===== src/sv/utf8_validating_decoder_assert.svh =====
// Assertion macros for the UTF-8 validating decoder.
`ifndef UTF8_VALIDATING_DECODER_ASSERT_SVH
`define UTF8_VALIDATING_DECODER_ASSERT_SVH

// Consequent must hold in the same cycle as the antecedent.
`define U8D_ASSERT_NOW(label, ante, cons, msg) \
  label: assert property (@(posedge clk) disable iff (rst) (ante) |-> (cons)) \
    else $error(msg);

// Consequent must hold in the cycle after the antecedent.
`define U8D_ASSERT_NEXT(label, ante, cons, msg) \
  label: assert property (@(posedge clk) disable iff (rst) (ante) |=> (cons)) \
    else $error(msg);

`endif


===== src/sv/u8dec_pkg.sv =====
// Package with types and constants of the UTF-8 validating decoder.
`default_nettype none

package u8dec_pkg;

  localparam int unsigned CP_W = 21;

  localparam logic [CP_W-1:0] MAX_CP = 21'h10FFFF;

  localparam logic [7:0] ASCII_LIMIT  = 8'h80;
  localparam logic [7:0] LEAD_MIN     = 8'hC2;
  localparam logic [7:0] LEAD3_MIN    = 8'hE0;
  localparam logic [7:0] LEAD4_MIN    = 8'hF0;
  localparam logic [7:0] LEAD_LIMIT   = 8'hF5;
  localparam logic [7:0] LEAD_E0      = 8'hE0;
  localparam logic [7:0] LEAD_F0      = 8'hF0;
  localparam logic [7:0] LEAD_F4      = 8'hF4;
  localparam logic [7:0] CONT_MASK    = 8'hC0;
  localparam logic [7:0] CONT_TAG     = 8'h80;
  localparam logic [7:0] SECOND_A0    = 8'hA0;
  localparam logic [7:0] SECOND_90    = 8'h90;

  typedef enum logic [1:0] {
    ST_CODE    = 2'd0,
    ST_INVALID = 2'd1,
    ST_END     = 2'd2
  } status_t;

  typedef enum logic [1:0] {
    RULE_NONE   = 2'd0,
    RULE_MIN_A0 = 2'd1,
    RULE_MIN_90 = 2'd2,
    RULE_MAX_8F = 2'd3
  } rule_t;

endpackage

`default_nettype wire


===== src/sv/utf8_validating_decoder.sv =====
// UTF-8 validating decoder: one byte per beat in, one code point or status out.
//
// Input channel s_axis: one string byte per beat in tdata, tlast on the last
// byte of the string. Output channel m_axis: tdata carries the code point,
// tuser the status (code point, invalid sequence, end after error), tlast
// marks the result that belongs to the string's last byte.
// A byte taken sits in the input register; its result, if any, is then
// registered in the output register, which drives m_axis_tvalid. Bytes that
// only extend a multi-byte sequence, or that follow an error and are not the
// string's last byte, give no beat.
// Outside the stall below, throughput is one byte per cycle: decode is one level
// of byte compares and a 21-bit shift-and-merge between the input and output
// registers, and the input register keeps taking a byte while a result waits
// in the output register.
// When m_axis_tready is low with a result held, the stage only stalls if the
// waiting byte itself produces a result; s_axis_tready then drops once the
// input register is full.
// Reset empties both registers and clears the sequence state, so the first
// byte after reset starts a new string. No clearing pass is needed.
`default_nettype none

module utf8_validating_decoder (
  input  wire logic        clk,
  input  wire logic        rst,
  input  wire logic        s_axis_tvalid,
  output      logic        s_axis_tready,
  input  wire logic [7:0]  s_axis_tdata,   // [7:0] in_byte
  input  wire logic        s_axis_tlast,   // last_byte
  output      logic        m_axis_tvalid,
  input  wire logic        m_axis_tready,
  output      logic [23:0] m_axis_tdata,   // [20:0] scalar value, [23:21] zero
  output      logic [1:0]  m_axis_tuser,   // [1:0] status
  output      logic        m_axis_tlast    // end_of_string
);

  logic                          ivalid;
  logic [7:0]                    ibyte;
  logic                          ilast;

  logic [u8dec_pkg::CP_W-1:0]    partial;
  logic [u8dec_pkg::CP_W-1:0]    partial_next;
  logic [1:0]                    pending;
  logic [1:0]                    pending_next;
  u8dec_pkg::rule_t              rule;
  u8dec_pkg::rule_t              rule_next;
  logic                          first;
  logic                          first_next;
  logic                          dropping;
  logic                          dropping_next;

  logic                          produce;
  logic                          fail;
  logic                          cont_ok;
  logic [u8dec_pkg::CP_W-1:0]    merged;
  logic [u8dec_pkg::CP_W-1:0]    res_cp;
  u8dec_pkg::status_t            res_status;
  logic                          move;

  logic                          ovalid;
  logic [u8dec_pkg::CP_W-1:0]    ocp;
  u8dec_pkg::status_t            ostatus;
  logic                          olast;

  assign merged = {partial[u8dec_pkg::CP_W-7:0], ibyte[5:0]};

  always_comb begin
    cont_ok = ((ibyte & u8dec_pkg::CONT_MASK) == u8dec_pkg::CONT_TAG);
    if (first) begin
      case (rule)
        u8dec_pkg::RULE_MIN_A0: if (ibyte < u8dec_pkg::SECOND_A0) cont_ok = 1'b0;
        u8dec_pkg::RULE_MIN_90: if (ibyte < u8dec_pkg::SECOND_90) cont_ok = 1'b0;
        u8dec_pkg::RULE_MAX_8F: if (ibyte >= u8dec_pkg::SECOND_90) cont_ok = 1'b0;
        default: ;
      endcase
    end
  end

  always_comb begin
    partial_next  = partial;
    pending_next  = pending;
    rule_next     = rule;
    first_next    = first;
    dropping_next = dropping;
    produce       = 1'b0;
    fail          = 1'b0;
    res_cp        = '0;
    res_status    = u8dec_pkg::ST_CODE;

    if (dropping) begin
      if (ilast) begin
        produce    = 1'b1;
        res_status = u8dec_pkg::ST_END;
      end
    end else if (pending == 2'd0) begin
      if (ibyte < u8dec_pkg::ASCII_LIMIT) begin
        produce = 1'b1;
        res_cp  = {{(u8dec_pkg::CP_W-8){1'b0}}, ibyte};
      end else if (ibyte < u8dec_pkg::LEAD_MIN || ibyte >= u8dec_pkg::LEAD_LIMIT) begin
        fail = 1'b1;
      end else begin
        first_next = 1'b1;
        if (ibyte < u8dec_pkg::LEAD3_MIN) begin
          partial_next = {{(u8dec_pkg::CP_W-5){1'b0}}, ibyte[4:0]};
          pending_next = 2'd1;
          rule_next    = u8dec_pkg::RULE_NONE;
        end else if (ibyte < u8dec_pkg::LEAD4_MIN) begin
          partial_next = {{(u8dec_pkg::CP_W-4){1'b0}}, ibyte[3:0]};
          pending_next = 2'd2;
          rule_next    = (ibyte == u8dec_pkg::LEAD_E0) ? u8dec_pkg::RULE_MIN_A0
                                                       : u8dec_pkg::RULE_NONE;
        end else begin
          partial_next = {{(u8dec_pkg::CP_W-3){1'b0}}, ibyte[2:0]};
          pending_next = 2'd3;
          if (ibyte == u8dec_pkg::LEAD_F0) begin
            rule_next = u8dec_pkg::RULE_MIN_90;
          end else if (ibyte == u8dec_pkg::LEAD_F4) begin
            rule_next = u8dec_pkg::RULE_MAX_8F;
          end else begin
            rule_next = u8dec_pkg::RULE_NONE;
          end
        end
        if (ilast) fail = 1'b1;
      end
    end else begin
      if (!cont_ok) begin
        fail = 1'b1;
      end else begin
        partial_next = merged;
        pending_next = pending - 2'd1;
        first_next   = 1'b0;
        rule_next    = u8dec_pkg::RULE_NONE;
        if (pending == 2'd1) begin
          produce      = 1'b1;
          res_cp       = merged;
          partial_next = '0;
        end else if (ilast) begin
          fail = 1'b1;
        end
      end
    end

    if (fail) begin
      produce       = 1'b1;
      res_status    = u8dec_pkg::ST_INVALID;
      res_cp        = '0;
      partial_next  = '0;
      pending_next  = 2'd0;
      rule_next     = u8dec_pkg::RULE_NONE;
      first_next    = 1'b0;
      dropping_next = 1'b1;
    end

    if (produce && ilast) begin
      partial_next  = '0;
      pending_next  = 2'd0;
      rule_next     = u8dec_pkg::RULE_NONE;
      first_next    = 1'b0;
      dropping_next = 1'b0;
    end
  end

  assign move          = ivalid && (!produce || !ovalid || m_axis_tready);
  assign s_axis_tready = !ivalid || move;

  always_ff @(posedge clk) begin
    if (rst) begin
      ivalid <= 1'b0;
    end else if (s_axis_tvalid && s_axis_tready) begin
      ivalid <= 1'b1;
    end else if (move) begin
      ivalid <= 1'b0;
    end
  end

  always_ff @(posedge clk) begin
    if (s_axis_tvalid && s_axis_tready) begin
      ibyte <= s_axis_tdata;
      ilast <= s_axis_tlast;
    end
  end

  always_ff @(posedge clk) begin
    if (rst) begin
      partial  <= '0;
      pending  <= 2'd0;
      rule     <= u8dec_pkg::RULE_NONE;
      first    <= 1'b0;
      dropping <= 1'b0;
    end else if (move) begin
      partial  <= partial_next;
      pending  <= pending_next;
      rule     <= rule_next;
      first    <= first_next;
      dropping <= dropping_next;
    end
  end

  always_ff @(posedge clk) begin
    if (rst) begin
      ovalid <= 1'b0;
    end else if (move && produce) begin
      ovalid <= 1'b1;
    end else if (m_axis_tready) begin
      ovalid <= 1'b0;
    end
  end

  always_ff @(posedge clk) begin
    if (move && produce) begin
      ocp     <= res_cp;
      ostatus <= res_status;
      olast   <= ilast;
    end
  end

  assign m_axis_tvalid = ovalid;
  assign m_axis_tdata  = {3'b000, ocp};
  assign m_axis_tuser  = ostatus;
  assign m_axis_tlast  = olast;

`include "utf8_validating_decoder_assert.svh"

  `U8D_ASSERT_NOW(a_cp_range, ovalid && ostatus == u8dec_pkg::ST_CODE, ocp <= u8dec_pkg::MAX_CP, "code point above U+10FFFF")
  `U8D_ASSERT_NOW(a_err_zero, ovalid && ostatus != u8dec_pkg::ST_CODE, ocp == '0, "status beat with non-zero code point")
  `U8D_ASSERT_NOW(a_end_last, ovalid && ostatus == u8dec_pkg::ST_END, olast, "end status without end of string")
  `U8D_ASSERT_NEXT(a_end_clear, move && produce && ilast, pending == 2'd0 && !dropping && !first, "state not cleared after end of string")

endmodule

`default_nettype wire

===== config.mk =====
export PLATFORM = sky130hd
export DESIGN_NAME = utf8_validating_decoder
export DESIGN_NICKNAME = d
export VERILOG_FILES = /design/src/sv/u8dec_pkg.sv /design/src/sv/utf8_validating_decoder.sv
export VERILOG_INCLUDE_DIRS = /design/src /design/src/sv
export SDC_FILE = /design/constraint.sdc
export NUM_CORES = 1
export LEC_CHECK = 0
export ABC_AREA = 1
export ABC_CLOCK_PERIOD_IN_PS = 2300
export BUFFER_PORTS_ARGS = -buffer_cell sky130_fd_sc_hd__buf_2
export CORE_AREA = 2 2 76 78
export DETAILED_ROUTE_END_ITERATION = 12
export DIE_AREA = 0 0 78 80
export HOLD_SLACK_MARGIN = 0.05
export PLACE_DENSITY_LB_ADDON = 0.12
export SKIP_LAST_GASP = 1
export SLEW_MARGIN = 20
export SYNTH_ARGS = -nofsm -noshare
export SYNTH_HDL_FRONTEND = slang
export SYNTH_SLANG_ARGS = --single-unit

===== constraint.sdc =====
create_clock -name clk -period 2.3 [get_ports clk]
set_clock_uncertainty 0.2 [all_clocks]
set_input_delay 0.345 -clock clk [delete_from_list [all_inputs] [get_ports clk]]
set_output_delay 0.345 -clock clk [all_outputs]
set_load 0.1 [all_outputs]

==> results_dict.tcl <==
set metrics [dict create \
    start_util_pct 49.33 \
    drv_cap 0 \
    setup_viol 45 \
    drcViolationCount 0 \
    p_seq_share_pct 48.9 \
    chipHeight_microns 80 \
    hold_end "rule[1]" \
    ff_latch_area_sq_mm 0.001460 \
    arrival_ns 1.92 \
    grt_pass1_wl_mm 8.680 \
    cts_max_level 2 \
    clkPwrFrac_pct 26.6 \
    min_period_over_period_pct 107.3 \
    synth_top_area_share_pct 37.17 \
    cts_tree "built" \
    ys_seq_elements 56 \
    syn_avg_cell_area_sq_um 8.491 \
    start_kind "register" \
    power.density_mw_per_mm2 662.6 \
    endpoint_kind "output port" \
    drt_wl_total_mm 5.332 \
    timing.rr.start "rule[1]" \
    grt_pass1_vias 1888 \
    grt-ovfl-total 0 \
    worst_hold_slack_ns 0.1106 \
    grt_max_degree 24 \
    wire_per_inst_microns 11.34 \
    power_mw 2.373 \
    combPwrFrac_pct 24.4 \
    p_sw_share_pct 31.39 \
    worstRegToRegCells 14 \
    clk_latency_ns 0.31 \
    rr_endpoint "ocp[0]" \
    num_io_pins 42 \
    multi_input_area_sq_mm 0.001111 \
    layout_setup_ws_ns -0.1687 \
    cts_sinks 56 \
    async_flop_share_pct 0 \
    synthDistinctLibCells 30 \
    cp_max_fo 3 \
    yosysWarnings 0 \
    status "complete, but fails checks" \
    crit_type "register to output port" \
    antenna_found_initial 0 \
    switchingPower_uw 744.8 \
    fin_tns_setup_ns -4.233 \
    hold_class "input port to register" \
    rsz0062_at_grt "true" \
    slew_viol_final 0 \
    min_path_cells 2 \
    core_area_sq_mm 0.005405 \
    synth_area_leaders "edfxtp_1, dfxtp_1, nand2_1, nor2_1, inv_1" \
    violations "negative setup slack" \
    dpl.hpwl_mm 3.839 \
    synth_area_sq_mm 0.002666 \
    power_leakage_nw 1.524 \
    ant_nets 0 \
    layout.cells.non_filler 470 \
    fmax_ghz 0.4051 \
    first_pass_iters 4 \
    ir_worst_vdd_uv 370.1 \
    cts_made_buffers 5 \
    die_x_microns 78 \
    nFillCells 454 \
    final_hold_viol_count 0 \
    vias 2175 \
    place_inst 437 \
    initialDrtViolationCount 96 \
    intPower_mw 1.628 \
    root_buffer "clkbuf_8" \
    synth_edf_count 33 \
    synthCells 314 \
    hold_start "rst" \
    cts_buffer_depth 2 \
    fin_crit_ns 2.469 \
    cts.clk_slew.worst_paths_ns 0.09 \
    grt_usage_pct 17.70 \
    synth_ff_type "edfxtp_1" \
    ys_seq_area_share_pct 54.43 \
    final_nets 413 \
    drive_above_1_share_pct 35.68 \
    num_rows 27 \
    syn_to_final_growth_pct 34.30 \
    r2r_slack_ns -0.14 \
    vias_per_cell 4.628 \
    crit_required_ns 1.75 \
    yosys.area.top_type "edfxtp_1" \
    port_buffers 38 \
    die-area_sq_mm 0.006240 \
    gp_congestion 0.8659 \
    n_antenna_cell 0 \
]
## stage by stage
step / area, sq um / setup slack [ns] / util [%]
global route: 3581 / -0.2882 / 66.25
detailed placement: 3136 / -0.03292 / 58.01
CTS: 3402 / -0.1759 / 62.94
floorplan: 2719 / -0.02522 / -
global placement: 3136 / 0.05852 / 58.01
finish: 3581 / -0.1687 / 66.25
## power by group through the flow
stage	sequential, mW	clock (mW)	combinational, mW
2_1_floorplan	1.33	0	0.246
3_3_place_gp	1.18	0	0.509
3_5_place_dp	1.19	0	0.514
4_1_cts	1.16	0.651	0.545
5_1_grt	1.17	0.692	0.627
6_report	1.16	0.632	0.579
## cells in the mapped netlist, types with 3 or more instances
master    count
a21oi_1       8
buf_4         4
clkbuf_1      4
dfxtp_1      23
edfxtp_1     33
ha_1          3
inv_1        39
inv_2         6
nand2_1      72
nand2_2       6
nand3_1      14
nand3_2       3
nand4_1       4
nor2_1       59
nor2_2       11
nor3_1        5
o21ai_0       3
o21bai_1      4
## cells in the final DEF, fill, tap and decap left out, types with 4 or more instances in the layout
master         count
a21oi_1            8
o21bai_1           4
inv_2              7
nor2_2            14
buf_12             4
nand2_2            7
dlygate4sd3_1      9
buf_4             31
nand3_2            6
clkbuf_8           5
nor2_1            56
nand2_1           67
buf_2             37
edfxtp_1          33
nand2_4            4
dfxtp_1           20
nand4_1            4
nand3_1            9
inv_1             35
## kinds of logic (layout without fill, tap and decap cells)
logic type | count (synthesis) | after routing | synth area share [%]
adders and majority gates | 3 | 3 | 1.408
buffers and inverters | 56 | 138 | 9.385
other | 1 | 3 | 0.1406
and+or+nand+nor | 180 | 180 | 30.64
DFF | 56 | 56 | 54.43
AOI/OAI and AO/OA | 18 | 18 | 3.989
## routing by layer
layer  part of all wire (%)  vias up  wire, microns  GRT usage (%)
met4                    1.2        0             65          5.965
met3                    2.8        6            150          2.941
met5                      0        -              0              0
li1                       -     1140              -              -
met1                     46      994           2462          23.60
met2                     50       35           2653          29.40
## layout make-up
| type | instances | share of cell area (%) |
|---|---|---|
| Clock inverter | 3 | 1.153 |
| Inverter | 45 | 5.031 |
| Sequential cell | 56 | 40.78 |
| Tap cell | 72 | 2.516 |
| Multi-Input combinational cell | 204 | 31.03 |
| Clock buffer | 5 | 1.922 |
| Timing Repair Buffer | 84 | 17.37 |
| Timing Repair inverter | 1 | 0.2096 |
## worst max path at each step
stage | from | end | depth (start not counted)
after detailed placement | rule[1] | ibyte[2] | 13
after CTS | rule[1] | s_axis_tready | 12
after global routing | rule[0] | s_axis_tready | 13
final | rule[1] | s_axis_tready | 12
after floorplan | rule[1] | m_axis_tlast | 13
after global placement | rule[1] | ibyte[2] | 13
## flip-flops by register name (all words and copies together) (netlist names)
name	cells
ocp	21
partial	15
ibyte	8
m_axis_tuser	2
pending	2
rule	2
dropping	1
first	1
ilast	1
ivalid	1
m_axis_tlast	1
m_axis_tvalid	1
## what timing repair did
action	CTS	global route
setup endpoints to repair	32	60
hold buffers	9	0
cloned	0	1
pin swaps	6	14
buffers inserted	7	8
resized for setup	4	26
hold endpoints to repair	9	0
## critical path: stages, from the launching register on
cell	delay, ns
dfxtp_4	0.36
inv_2	0.05
ha_4	0.14
or2_1	0.22
nor2_1	0.12
nand2_2	0.08
nand3_2	0.08
nand2_2	0.07
inv_2	0.07
nand3_4	0.06
buf_6	0.13
nand3_4	0.06
buf_12	0.17
Note: power is estimated with default switching activity, not from simulation.
